`config.mk`:
```
export PLATFORM = sky130hd
export DESIGN_NAME = ppc_gain
export DESIGN_NICKNAME = d
export VERILOG_FILES = /design/src/hdl/ppc_pkg.sv /design/src/hdl/ppc_gain.sv
export SDC_FILE = /design/constraint.sdc
export NUM_CORES = 2
export LEC_CHECK = 0
export ABC_AREA = 0
export BUFFER_PORTS_ARGS = -buffer_cell sky130_fd_sc_hd__buf_4
export CORE_MARGIN = 3
export CORE_UTILIZATION = 53
export DETAILED_ROUTE_END_ITERATION = 16
export PLACE_DENSITY = 0.69
export REMOVE_ABC_BUFFERS = 1
export SLEW_MARGIN = 20
export SYNTH_ARGS = -nofsm -noshare
export SYNTH_HDL_FRONTEND = slang
export SYNTH_SLANG_ARGS = --single-unit
```
`constraint.sdc`:
```
create_clock -name clk_i -period 23.8 [get_ports clk_i]
set_input_delay 2.38 -clock clk_i [delete_from_list [all_inputs] [get_ports clk_i]]
set_output_delay 2.38 -clock clk_i [all_outputs]
set_load 0.005 [all_outputs]
```
`src/hdl/ppc_pkg.sv`:
```
`timescale 1ns / 1ps
// ----------------------------------------------------------------------------
// ppc_pkg: planar pose composition shared definitions
// widths, fixed-point constants, the arctangent table, command codes,
// the sideband carried beside the rotator and the yaw wrap / saturate helpers
// ----------------------------------------------------------------------------
package ppc_pkg;

  localparam int POS_WIDTH     = 32;
  localparam int ANGLE_WIDTH   = 16;
  localparam int CORDIC_STAGES = 16;

  // guard fraction bits added to positions inside the rotator
  localparam int GUARD_BITS = 8;
  // translation difference width
  localparam int VEC_W      = POS_WIDTH + 1;
  // rotator datapath: guard bits, quarter-turn negation and cordic growth
  localparam int XW         = VEC_W + GUARD_BITS + 3;
  // angle accumulator in 2^-30 rad
  localparam int ZW         = 35;
  localparam int ZSHIFT     = 33 - ANGLE_WIDTH;
  // rotated result after gain correction
  localparam int RW         = XW - GUARD_BITS;
  // final sum before saturation
  localparam int FW         = RW + 1;

  // inverse cordic gain, scaled by 2^30
  localparam int                INV_W      = 30;
  localparam logic [INV_W-1:0]  INV_GAIN   = 30'd652032874;
  localparam int                GAIN_SHIFT = INV_W + GUARD_BITS;
  localparam int                LO_W       = (XW > 32) ? 32 : XW - 1;
  localparam int                SUM_W      = XW + INV_W + 1;

  localparam longint PI_SHL29      = 64'sd1686629713;
  localparam longint HALF_PI_RAD30 = 64'sd1686629713;
  localparam longint PI_Q          =
      (PI_SHL29 + (longint'(1) << (31 - ANGLE_WIDTH))) >>> (32 - ANGLE_WIDTH);
  localparam int     YAW_EXT_W     = ANGLE_WIDTH + 2;

  // atan(2^-i) in 2^-30 rad, truncated
  localparam logic [31:0] ATAN_TAB [32] = '{
    32'h3243F6A8, 32'h1DAC6705, 32'h0FADBAFC, 32'h07F56EA6, 32'h03FEAB76, 32'h01FFD55B,
    32'h00FFFAAA, 32'h007FFF55, 32'h003FFFEA, 32'h001FFFFD, 32'h000FFFFF, 32'h0007FFFF,
    32'h0003FFFF, 32'h0001FFFF, 32'h0000FFFF, 32'h00007FFF, 32'h00003FFF, 32'h00001FFF,
    32'h00000FFF, 32'h000007FF, 32'h000003FF, 32'h000001FF, 32'h000000FF, 32'h0000007F,
    32'h0000003F, 32'h0000001F, 32'h0000000F, 32'h00000008, 32'h00000004, 32'h00000002,
    32'h00000001, 32'h00000000
  };

  typedef enum logic [1:0] {
    CMD_COMPOSE  = 2'd0,
    CMD_RELATIVE = 2'd1,
    CMD_DIFF     = 2'd2
  } cmd_e;

  // work that bypasses the rotator
  typedef struct packed {
    logic                   use_rot;
    logic [VEC_W-1:0]       add_x;
    logic [VEC_W-1:0]       add_y;
    logic [VEC_W-1:0]       z;
    logic [ANGLE_WIDTH-1:0] yaw;
  } sb_t;

  // one 2pi correction into (-pi, pi]
  function automatic logic [ANGLE_WIDTH-1:0] wrap_yaw(input logic signed [YAW_EXT_W-1:0] a);
    logic signed [YAW_EXT_W-1:0] pi_q;
    logic signed [YAW_EXT_W-1:0] two_pi;
    logic signed [YAW_EXT_W-1:0] r;
    pi_q   = YAW_EXT_W'(PI_Q);
    two_pi = YAW_EXT_W'(2 * PI_Q);
    priority if (a <= -pi_q) begin
      r = a + two_pi;
    end else if (a > pi_q) begin
      r = a - two_pi;
    end else begin
      r = a;
    end
    return r[ANGLE_WIDTH-1:0];
  endfunction

  // {clipped, value}
  function automatic logic [POS_WIDTH:0] sat_pos(input logic signed [FW-1:0] v);
    logic signed [FW-1:0] hi_lim;
    logic signed [FW-1:0] lo_lim;
    logic [POS_WIDTH:0]   r;
    hi_lim = FW'((longint'(1) << (POS_WIDTH - 1)) - 1);
    lo_lim = FW'(-(longint'(1) << (POS_WIDTH - 1)));
    priority if (v > hi_lim) begin
      r = {1'b1, hi_lim[POS_WIDTH-1:0]};
    end else if (v < lo_lim) begin
      r = {1'b1, lo_lim[POS_WIDTH-1:0]};
    end else begin
      r = {1'b0, v[POS_WIDTH-1:0]};
    end
    return r;
  endfunction

endpackage

```
`src/hdl/ppc_gain.sv`:
```
`timescale 1ns / 1ps
// ----------------------------------------------------------------------------
// ppc_gain: cordic gain correction
// magnitude, split constant multiply, round half away from zero, restore sign
// ----------------------------------------------------------------------------
module ppc_gain import ppc_pkg::*; (
  input  logic                 clk_i,
  input  logic [2:0]           en_i,
  input  logic signed [XW-1:0] v_i,
  output logic signed [RW-1:0] r_o
);

  localparam int PLO_W = LO_W + INV_W;
  localparam int PHI_W = XW - LO_W + INV_W;

  logic             neg_d, neg1_q, neg2_q;
  logic [XW-1:0]    mag_d, mag_q;
  logic [PLO_W-1:0] plo_d, plo_q;
  logic [PHI_W-1:0] phi_d, phi_q;
  logic [SUM_W-1:0] sum;
  logic [RW-1:0]    rmag;
  logic signed [RW-1:0] r_d, r_q;

  // stage 1: magnitude
  assign neg_d = v_i[XW-1];
  assign mag_d = neg_d ? XW'(-v_i) : v_i;

  // stage 2: partial products
  assign plo_d = PLO_W'(mag_q[LO_W-1:0]) * PLO_W'(INV_GAIN);
  assign phi_d = PHI_W'(mag_q[XW-1:LO_W]) * PHI_W'(INV_GAIN);

  // stage 3: combine, round and scale back
  assign sum  = (SUM_W'(phi_q) << LO_W) + SUM_W'(plo_q)
              + (SUM_W'(1) << (GAIN_SHIFT - 1));
  assign rmag = RW'(sum >> GAIN_SHIFT);
  assign r_d  = neg2_q ? -$signed(rmag) : $signed(rmag);

  always_ff @(posedge clk_i) begin
    if (en_i[0]) begin
      neg1_q <= neg_d;
      mag_q  <= mag_d;
    end
    if (en_i[1]) begin
      neg2_q <= neg1_q;
      plo_q  <= plo_d;
      phi_q  <= phi_d;
    end
    if (en_i[2]) begin
      r_q <= r_d;
    end
  end

  assign r_o = r_q;

endmodule

```
==> metrics.md <==
| Metric | Value |
|---|---|
| Outcome | `completed` |
| Critical Path RT | `24.03 ns` |
| Slew @ Worst Pin | `about 0.89 ns` |
| #FFs+latches synth | `152` |
| Worst setup SP type | `flop` |
| PortBufs | `83` |
| Synth warnings | `0` |
| Critical R2R Capture | `plo_q[61]$_DFFE_PP_` |
| I/O Pins | `84` |
| Unrepaired setup endpoints after global routing | `no` |
| GRT overflow | `0` |
| CP Capture Type | `flop` |
| R2r worst-path depth | `26` |
| Mapped Cells | `2,930` |
| Hold crit path type | `reg2reg` |
| WHS Endpoint | `neg2_q$_DFFE_PP_` |
| Async S/R FF share, synth | `0` |
| Die X | `249 µm` |
| Vias per cell | `5.44` |
| Drc violations | `0` |
| Share of cells above drive strength 1 | `0.0493` |
| Hold Path Depth | `0` |
| Final Hold Violating Endpoints | `0` |
| Post-CTS sizing | `0` |
| TritonCTS clock tree | `done` |
| Antenna violations before repair | `4` |
| Clk_lat worst skew | `around 0.5 ns` |
| Largest net degree at the start of global routing | `72` |
| Die H | `roughly 250 µm` |
| Worst Path Class, Setup | `reg2reg` |
| CP arrival | `9.94 ns` |
| Worst-path clk slew | `approximately 0.070 ns` |
| Clock period minus worst slack | `9.71 ns` |
| Max FO, Critical Path | `8` |
| Final period util | `0.408` |
| DR vias | `slightly above 20,000` |
| Max-slew violations | `0` |
| Max cap viols | `0` |
| Setup TNS | `0 ns` |
| Post-CTS setup buffer count | `0` |
| Detailed Routing Iterations Pass 1 | `6` |
| Worst rel slew slack | `0.405` |
| H-tree depth | `4` |
| Post-Syn Area | `0.0312 mm²` |
| Post-synthesis cell type count | `77` |
| Clock Skews | `~0.019 ns` |
| Core ar. | `0.0580 mm²` |
| Reg-to-reg setup timing slack | `14.09 ns` |
| First-pass GRT wire length | `124 mm` |
| # rows | `88` |
| Clock root buffer | `clkbuf_16` |
| Initial Util | `0.538` |
| Synth Flop Type | `edfxtp_1` |
| Layout fillers | `4,925` |
| Mean Syn Cell Area | `10.7 µm²` |
| Area grow syn2layout | `6.71%` |
| Seq/Total Area, Yosys | `0.146` |
| Post-DR wirelength/cell | `between 20 and 25 µm` |
| Die ar. | `slightly above 0.06 mm²` |
| Post-DP HPWL | `roughly 70 mm` |
| Fmax | `between 0.1 and 0.15 GHz` |
| Final ANT Viol Nets | `0` |
| Worst r2r src | `mag_q[6]$_DFFE_PP_` |
| WL final | `78.6 mm` |
| TritonCTS Buffers | `17` |
| Clk buf depth | `2` |
| Clk sinks | `152` |
| Setup Viol. Count Final | `0` |
| Number of global-route vias before repair | `22,000` |
| DR iter-0 viols | `approximately 1,400` |
| NumNets Final | `4,155` |
| Total track usage | `0.263` |
| Hold_buf cts | `0` |
| Worst Hold Launch | `neg1_q$_DFFE_PP_` |
| Gp weighted congestion | `1.07` |
| Post-synth EDFFs | `about 150` |
-- synth_stat cells (all sizes together) (25+ instances only) --
cell type    n  area, µm²
nand2       69        267
edfxtp     152       4560
clkbuf      25       93.8
xnor2      113        990
o21ai       64        324
nand3       30        155
a21o        37        278
a21oi       88        452
xor2        42        368
nor2        56        210
inv        864       3240
fa         585      11700
ha         515       6440
-- sequential cells by signal, indices dropped and copies added (netlist names) --
register,count
neg1_q,1
phi_q,41
r_o,36
plo_q,29
neg2_q,1
mag_q,44
-- critical path: stages, from the launching register on --
cell	delay, ns
edfxtp_1	0.69
inv_1	0.22
fa_1	0.54
fa_1	0.51
inv_1	0.05
fa_1	0.49
inv_1	0.05
fa_1	0.47
inv_1	0.06
fa_1	0.50
fa_1	0.51
fa_1	0.55
inv_1	0.06
fa_1	0.50
inv_1	0.05
ha_1	0.29
nand4_1	0.35
or4_1	0.69
a31oi_1	0.39
o311ai_0	0.31
o211ai_1	0.63
a31oi_1	0.27
o21ai_0	0.55
a41o_1	0.31
and4_1	0.20
a2111oi_0	0.07
xnor2_1	0.15
-- per-layer routing --
metal  routed length (µm)  track usage
met5                   30            0
met4                 2320       0.0817
met3                 5260       0.0624
met2                35900        0.406
met1                35000        0.371
-- layout by cell type (no fill, tap or decap), types with 56 or more instances in the layout --
master	instances
buf_4	87
o21ai_0	63
nor2_1	56
a21oi_1	87
xnor2_1	113
ha_1	515
fa_1	585
nand2_1	68
edfxtp_1	152
inv_1	864
-- worst max-delay path by stage --
| stage | start | to | slack, ns | depth (start not counted) |
|---|---|---|---|---|
| 6_report | mag_q[6]$_DFFE_PP_ | plo_q[61]$_DFFE_PP_ | 14.09 | 26 |
| 5_1_grt | mag_q[6]$_DFFE_PP_ | plo_q[61]$_DFFE_PP_ | 13.77 | 26 |
| 4_1_cts | mag_q[8]$_DFFE_PP_ | plo_q[61]$_DFFE_PP_ | 14.16 | 26 |
| 3_5_place_dp | mag_q[8]$_DFFE_PP_ | plo_q[61]$_DFFE_PP_ | 14.19 | 26 |
| 3_3_place_gp | mag_q[6]$_DFFE_PP_ | plo_q[61]$_DFFE_PP_ | 14.39 | 26 |
| 2_1_floorplan | mag_q[8]$_DFFE_PP_ | plo_q[61]$_DFFE_PP_ | 15.77 | 27 |
-- cells by family after synthesis --
group           Yosys count  share of synthesized area
xor+xnor                155                     0.0435
mux                       6                    0.00196
flops                   152                      0.146
fa+ha+maj              1100                      0.581
simple gates            296                     0.0505
compound gates          328                     0.0694
buf+inv                 893                      0.107
-- per-stage QoR --
step           cell area (µm²)  setup slack, ns  instances  hold slack, ns  utilization
2_1_floorplan            31100            15.77       2901           0.400            -
3_5_place_dp             32700            14.19       3753           0.407        0.564
3_3_place_gp             32700            14.39       3753           0.428        0.564
6_report                 33300            14.09       3786           0.421        0.575
5_1_grt                  33300            13.77       3785           0.430        0.574
4_1_cts                  33300            14.16       3785           0.423        0.574
-- area by class of cell --
type                    count  area, µm²  area share
flip-flops and latches    152       4560       0.137
repair buffers             87        653      0.0196
clock buffers              17        425      0.0128
clock inverters            15        173     0.00518
well taps                 765        957      0.0287
diodes                      1       2.50   0.0000751
inverters                 864       3240      0.0973
multi-input cells        1885      23300       0.699
Power is left out: the tool's default activity adds up to more than one toggle a clock period on the data nets, which glitch-free logic cannot reach.
