**config.mk**
```make
export PLATFORM = sky130hd
export DESIGN_NAME = ppc_prep
export DESIGN_NICKNAME = d
export VERILOG_FILES = /design/src/hdl/ppc_pkg.sv /design/src/hdl/ppc_prep.sv
export SDC_FILE = /design/constraint.sdc
export NUM_CORES = 1
export LEC_CHECK = 0
export ABC_AREA = 1
export BUFFER_PORTS_ARGS = -buffer_cell sky130_fd_sc_hd__clkbuf_2
export CAP_MARGIN = 0
export CORE_ASPECT_RATIO = 0.6
export CORE_MARGIN = 1.5
export CORE_UTILIZATION = 45
export DETAILED_ROUTE_END_ITERATION = 6
export PLACE_DENSITY_LB_ADDON = 0.15
export SLEW_MARGIN = 25
export SYNTH_ARGS = -nofsm -noshare
export SYNTH_HDL_FRONTEND = slang
export SYNTH_SLANG_ARGS = --single-unit
export TNS_END_PERCENT = 50
```
**constraint.sdc**
```tcl
create_clock -name clk_i -period 3.75 [get_ports clk_i]
set_input_delay 0.5625 -clock clk_i [delete_from_list [all_inputs] [get_ports clk_i]]
set_output_delay 0.5625 -clock clk_i [all_outputs]
set_load 0.005 [all_outputs]
```
**src/hdl/ppc_pkg.sv**
```systemverilog
`timescale 1ns / 1ps
// ----------------------------------------------------------------------------
// ppc_pkg: planar pose composition shared definitions
// widths, fixed-point constants, the arctangent table, command codes,
// the sideband carried beside the rotator and the yaw wrap / saturate helpers
// ----------------------------------------------------------------------------
package ppc_pkg;

  localparam int POS_WIDTH     = 32;
  localparam int ANGLE_WIDTH   = 16;
  localparam int CORDIC_STAGES = 16;

  // guard fraction bits added to positions inside the rotator
  localparam int GUARD_BITS = 8;
  // translation difference width
  localparam int VEC_W      = POS_WIDTH + 1;
  // rotator datapath: guard bits, quarter-turn negation and cordic growth
  localparam int XW         = VEC_W + GUARD_BITS + 3;
  // angle accumulator in 2^-30 rad
  localparam int ZW         = 35;
  localparam int ZSHIFT     = 33 - ANGLE_WIDTH;
  // rotated result after gain correction
  localparam int RW         = XW - GUARD_BITS;
  // final sum before saturation
  localparam int FW         = RW + 1;

  // inverse cordic gain, scaled by 2^30
  localparam int                INV_W      = 30;
  localparam logic [INV_W-1:0]  INV_GAIN   = 30'd652032874;
  localparam int                GAIN_SHIFT = INV_W + GUARD_BITS;
  localparam int                LO_W       = (XW > 32) ? 32 : XW - 1;
  localparam int                SUM_W      = XW + INV_W + 1;

  localparam longint PI_SHL29      = 64'sd1686629713;
  localparam longint HALF_PI_RAD30 = 64'sd1686629713;
  localparam longint PI_Q          =
      (PI_SHL29 + (longint'(1) << (31 - ANGLE_WIDTH))) >>> (32 - ANGLE_WIDTH);
  localparam int     YAW_EXT_W     = ANGLE_WIDTH + 2;

  // atan(2^-i) in 2^-30 rad, truncated
  localparam logic [31:0] ATAN_TAB [32] = '{
    32'h3243F6A8, 32'h1DAC6705, 32'h0FADBAFC, 32'h07F56EA6, 32'h03FEAB76, 32'h01FFD55B,
    32'h00FFFAAA, 32'h007FFF55, 32'h003FFFEA, 32'h001FFFFD, 32'h000FFFFF, 32'h0007FFFF,
    32'h0003FFFF, 32'h0001FFFF, 32'h0000FFFF, 32'h00007FFF, 32'h00003FFF, 32'h00001FFF,
    32'h00000FFF, 32'h000007FF, 32'h000003FF, 32'h000001FF, 32'h000000FF, 32'h0000007F,
    32'h0000003F, 32'h0000001F, 32'h0000000F, 32'h00000008, 32'h00000004, 32'h00000002,
    32'h00000001, 32'h00000000
  };

  typedef enum logic [1:0] {
    CMD_COMPOSE  = 2'd0,
    CMD_RELATIVE = 2'd1,
    CMD_DIFF     = 2'd2
  } cmd_e;

  // work that bypasses the rotator
  typedef struct packed {
    logic                   use_rot;
    logic [VEC_W-1:0]       add_x;
    logic [VEC_W-1:0]       add_y;
    logic [VEC_W-1:0]       z;
    logic [ANGLE_WIDTH-1:0] yaw;
  } sb_t;

  // one 2pi correction into (-pi, pi]
  function automatic logic [ANGLE_WIDTH-1:0] wrap_yaw(input logic signed [YAW_EXT_W-1:0] a);
    logic signed [YAW_EXT_W-1:0] pi_q;
    logic signed [YAW_EXT_W-1:0] two_pi;
    logic signed [YAW_EXT_W-1:0] r;
    pi_q   = YAW_EXT_W'(PI_Q);
    two_pi = YAW_EXT_W'(2 * PI_Q);
    priority if (a <= -pi_q) begin
      r = a + two_pi;
    end else if (a > pi_q) begin
      r = a - two_pi;
    end else begin
      r = a;
    end
    return r[ANGLE_WIDTH-1:0];
  endfunction

  // {clipped, value}
  function automatic logic [POS_WIDTH:0] sat_pos(input logic signed [FW-1:0] v);
    logic signed [FW-1:0] hi_lim;
    logic signed [FW-1:0] lo_lim;
    logic [POS_WIDTH:0]   r;
    hi_lim = FW'((longint'(1) << (POS_WIDTH - 1)) - 1);
    lo_lim = FW'(-(longint'(1) << (POS_WIDTH - 1)));
    priority if (v > hi_lim) begin
      r = {1'b1, hi_lim[POS_WIDTH-1:0]};
    end else if (v < lo_lim) begin
      r = {1'b1, lo_lim[POS_WIDTH-1:0]};
    end else begin
      r = {1'b0, v[POS_WIDTH-1:0]};
    end
    return r;
  endfunction

endpackage

```
**src/hdl/ppc_prep.sv**
```systemverilog
`timescale 1ns / 1ps
// ----------------------------------------------------------------------------
// ppc_prep: command decode stage
// picks the vector and angle for the rotator and works out z, yaw and addends
// ----------------------------------------------------------------------------
module ppc_prep import ppc_pkg::*; (
  input  logic                          clk_i,
  input  logic                          en_i,
  input  logic [1:0]                    command_i,
  input  logic signed [POS_WIDTH-1:0]   base_x_i,
  input  logic signed [POS_WIDTH-1:0]   base_y_i,
  input  logic signed [POS_WIDTH-1:0]   base_z_i,
  input  logic signed [ANGLE_WIDTH-1:0] base_yaw_i,
  input  logic signed [POS_WIDTH-1:0]   other_x_i,
  input  logic signed [POS_WIDTH-1:0]   other_y_i,
  input  logic signed [POS_WIDTH-1:0]   other_z_i,
  input  logic signed [ANGLE_WIDTH-1:0] other_yaw_i,
  output logic signed [VEC_W-1:0]       vec_x_o,
  output logic signed [VEC_W-1:0]       vec_y_o,
  output logic signed [ANGLE_WIDTH-1:0] ang_o,
  output sb_t                           sb_o
);

  logic signed [VEC_W-1:0]       bx_e, by_e, bz_e, ox_e, oy_e, oz_e;
  logic signed [VEC_W-1:0]       dx, dy;
  logic signed [YAW_EXT_W-1:0]   byaw_e, oyaw_e;
  logic signed [VEC_W-1:0]       vec_x_d, vec_y_d, vec_x_q, vec_y_q;
  logic signed [ANGLE_WIDTH-1:0] ang_d, ang_q;
  sb_t                           sb_d, sb_q;

  assign bx_e   = {base_x_i[POS_WIDTH-1], base_x_i};
  assign by_e   = {base_y_i[POS_WIDTH-1], base_y_i};
  assign bz_e   = {base_z_i[POS_WIDTH-1], base_z_i};
  assign ox_e   = {other_x_i[POS_WIDTH-1], other_x_i};
  assign oy_e   = {other_y_i[POS_WIDTH-1], other_y_i};
  assign oz_e   = {other_z_i[POS_WIDTH-1], other_z_i};
  assign dx     = bx_e - ox_e;
  assign dy     = by_e - oy_e;
  assign byaw_e = {{2{base_yaw_i[ANGLE_WIDTH-1]}}, base_yaw_i};
  assign oyaw_e = {{2{other_yaw_i[ANGLE_WIDTH-1]}}, other_yaw_i};

  always_comb begin
    vec_x_d    = dx;
    vec_y_d    = dy;
    ang_d      = '0;
    sb_d.use_rot = 1'b0;
    sb_d.add_x = dx;
    sb_d.add_y = dy;
    sb_d.z     = bz_e - oz_e;
    sb_d.yaw   = wrap_yaw(byaw_e - oyaw_e);
    unique case (cmd_e'(command_i))
      CMD_COMPOSE: begin
        vec_x_d      = ox_e;
        vec_y_d      = oy_e;
        ang_d        = wrap_yaw(byaw_e);
        sb_d.use_rot = 1'b1;
        sb_d.add_x   = bx_e;
        sb_d.add_y   = by_e;
        sb_d.z       = bz_e + oz_e;
        sb_d.yaw     = wrap_yaw(byaw_e + oyaw_e);
      end
      CMD_RELATIVE: begin
        ang_d        = wrap_yaw(-oyaw_e);
        sb_d.use_rot = 1'b1;
        sb_d.add_x   = '0;
        sb_d.add_y   = '0;
      end
      // plain difference, also the unused code
      default: begin
        sb_d.use_rot = 1'b0;
      end
    endcase
  end

  always_ff @(posedge clk_i) begin
    if (en_i) begin
      vec_x_q <= vec_x_d;
      vec_y_q <= vec_y_d;
      ang_q   <= ang_d;
      sb_q    <= sb_d;
    end
  end

  assign vec_x_o = vec_x_q;
  assign vec_y_o = vec_y_q;
  assign ang_o   = ang_q;
  assign sb_o    = sb_q;

endmodule

```
==> impl_metrics.tcl <==
set metrics [dict create \
    maxCapViolations 0 \
    seq_power_share 0.342 \
    final_area_um2 23800 \
    grt_antenna_before_repair 4 \
    drt_iter0_markers 2371 \
    hold_violations 0 \
    synth_cell_type_count 60 \
    slowest_delay_ps 390 \
    multi_input_area_um2 11800 \
    path_class "in2reg" \
    port_buffers 425 \
    outcome "finished, final reports clean" \
    holdPathStages 3 \
    routedWlPerCell_um 18.9 \
    grt_pass1_vias 19100 \
    yosys_warnings 0 \
    nets 3671 \
    coreArea_um2 42100 \
    synth-edff-count 198 \
    clock.fmax_ghz 0.279 \
    ir_drop_mv 0.294 \
    die_y_um 163 \
    final_core_util 0.565 \
    synthFlopType "edfxtp_1" \
    pre_cts_slack_ps -349 \
    cp_max_fo 3 \
    syn_area_um2 19300 \
    numCtsBuffers 17 \
    min_from "other_x_i[7]" \
    slew_violations 0 \
    area_growth_pct 23.1 \
    dpl.hpwl_um 60600 \
    start_util 0.459 \
    clk_pin_slew_ps 100 \
    fin_tns_setup_ps 0 \
    setup_viol 0 \
    place_area_um2 23100 \
    arrival_ps 3810 \
    dieWidth_um 270 \
    worstPathRequired_ps 3970 \
    clock-sinks 198 \
    fin_ws_ps 165 \
    drive_above_1_share 0.225 \
    finalCritPeriodShare 0.956 \
    grt_use_total 0.321 \
    wirelength_um 73500 \
    hold_class "in2reg" \
    worst_pin_slew_ps 895 \
    place.gp.congestion 1.02 \
    vias 21300 \
    critPathLaunchType "input pin" \
    power_frac_comb 0.427 \
    layout.cells.non_filler 3889 \
    n_fill_cell 4135 \
    drt_pre_antenna_iters 6 \
    rows 58 \
    ios 426 \
    ys_seq_area_frac 0.308 \
    whs_ps 391 \
    register_area_um2 5950 \
    antenna_left 0 \
    postSynthAreaPerCell_um2 7.01 \
    switchingPower_mw 3.57 \
    dp_cells 3849 \
    viasPerCell 5.48 \
    syn-num-nets 3125 \
    cts_root_buffer "clkbuf_16" \
    overflow 0 \
    cts_tree "built" \
    async_reset_ff_frac 0 \
    relSlewSlack 0.403 \
    p_clk_frac 0.232 \
    htreeDepth 4 \
    grt_max_degree 113 \
    crit_path_start "other_z_i[0]" \
    worstPathCellList "clkbuf_2 -> inv_1 -> ha_1 -> nand3_1 -> nor2_2 -> nand4_1 -> nor2_2 -> nand4_1 -> nor2_2 -> nand2_1 -> o21ai_2 -> o21ai_0 -> xor2_1 -> ha_1 -> nand2_1 -> nor2_1 -> nand2_1 -> inv_1 -> a2111oi_2 -> nand2_1 -> xor2_1" \
    grt_pass1_wl_um 110000 \
    drc 0 \
    sw_frac_of_total 0.406 \
    cpMostUsedCell "nand2_1" \
    ys_ff_latch 198 \
    power.density_nw_per_um2 370 \
    postSynthCellCount 2753 \
    dieArea_um2 44200 \
    crit_path_end_kind "flip-flop" \
    hold_buffers 0 \
    cpMaxStageDelayCell "a2111oi_2" \
    p_int_mw 5.23 \
    period_needed_ps 3590 \
    p_total_mw 8.80 \
    clockBufferDepth 2 \
    p_leak_nw 12.0 \
]
-- area by class of cell --
type	count	share of cell area
clock buffers	17	0.0179
well taps	570	0.0300
inverters	346	0.0547
diodes	7	0.000737
repair buffers	582	0.141
clock inverters	15	0.00863
flip-flops and latches	198	0.250
multi-input cells	2154	0.497
-- power groups by stage --
stage	logic, mW	clock network, mW	registers (mW)
floorplan	2.03	0	3.06
global placement	3.61	0	3.05
detailed placement	3.64	0	3.05
CTS	3.67	2.08	3.01
global route	4.12	2.14	3.04
finish	3.75	2.04	3.01
-- layer usage --
metal,vias to the layer above,wire length [um],share of wire,global-route usage
li1,10300,-,-,-
met1,9874,35600,0.48,0.494
met2,1024,28800,0.39,0.438
met3,81,7750,0.11,0.0775
met4,2,1400,0.019,0.0810
met5,-,10,0.00014,0
-- timing repair --
item,in CTS,in global routing
setup buffers,0,1
endpoints found under the setup margin,0,6
gates resized for setup,0,9
-- path summary, 6_finish.rpt --
path	to
max	sb_o[46]$_DFFE_PP_
min	vec_x_o[7]$_DFFE_PP_
-- cell usage after synthesis, drive strengths merged, types with 5 or more instances --
cell type | instances | area share
o21bai | 11 | 0.0043
o31ai | 6 | 0.0023
a221oi | 6 | 0.0027
nor2 | 227 | 0.048
a31oi | 25 | 0.0081
inv | 345 | 0.067
ha | 139 | 0.090
nand3b | 9 | 0.0035
nor4 | 13 | 0.0042
xnor2 | 38 | 0.017
clkbuf | 33 | 0.0064
a21oi | 153 | 0.042
a32o | 8 | 0.0041
a21boi | 15 | 0.0058
nand2 | 834 | 0.17
o21a | 7 | 0.0027
nand3 | 251 | 0.068
nand4 | 30 | 0.010
o22ai | 8 | 0.0026
buf | 22 | 0.0080
o21ai | 203 | 0.053
nor3 | 31 | 0.0083
xor2 | 83 | 0.040
edfxtp | 198 | 0.31
or2 | 18 | 0.0058
o211ai | 9 | 0.0038
a21o | 14 | 0.0054
fa | 5 | 0.0052
-- registers in the layout (all words and copies together) (netlist names) --
signal	cells
ang_o	16
vec_y_o	33
sb_o	116
vec_x_o	33
-- logic make-up after synthesis --
| kind of cell | synth area share |
|---|---|
| AND/OR/NAND/NOR | 0.317 |
| AO/OA/AOI/OAI | 0.141 |
| buffers and inverters | 0.0817 |
| flip-flops | 0.308 |
| adder cells (fa/ha/maj) | 0.0953 |
| XOR/XNOR | 0.0572 |
-- cell usage in the layout (no fill, tap or decap), types with 16 or more instances in the layout --
cell         n
nand2_1    797
clkbuf_2   424
inv_1      313
nand3_1    244
nor2_1     206
edfxtp_1   198
o21ai_0    174
buf_4      154
a21oi_1    144
ha_1       139
xor2_1      80
xnor2_1     38
inv_2       32
nand2_2     29
nor3_1      29
nand4_1     28
o21ai_1     27
a31oi_1     25
clkbuf_16   17
nor2_2      16
-- worst max-delay path, delay by kind of cell --
family,cells,cell delay (ps)
fa+ha+maj,2,480
simple gates,11,1510
xor+xnor,2,340
buf+inv,3,260
compound gates,3,670
Power figures use the tool's default switching activity.
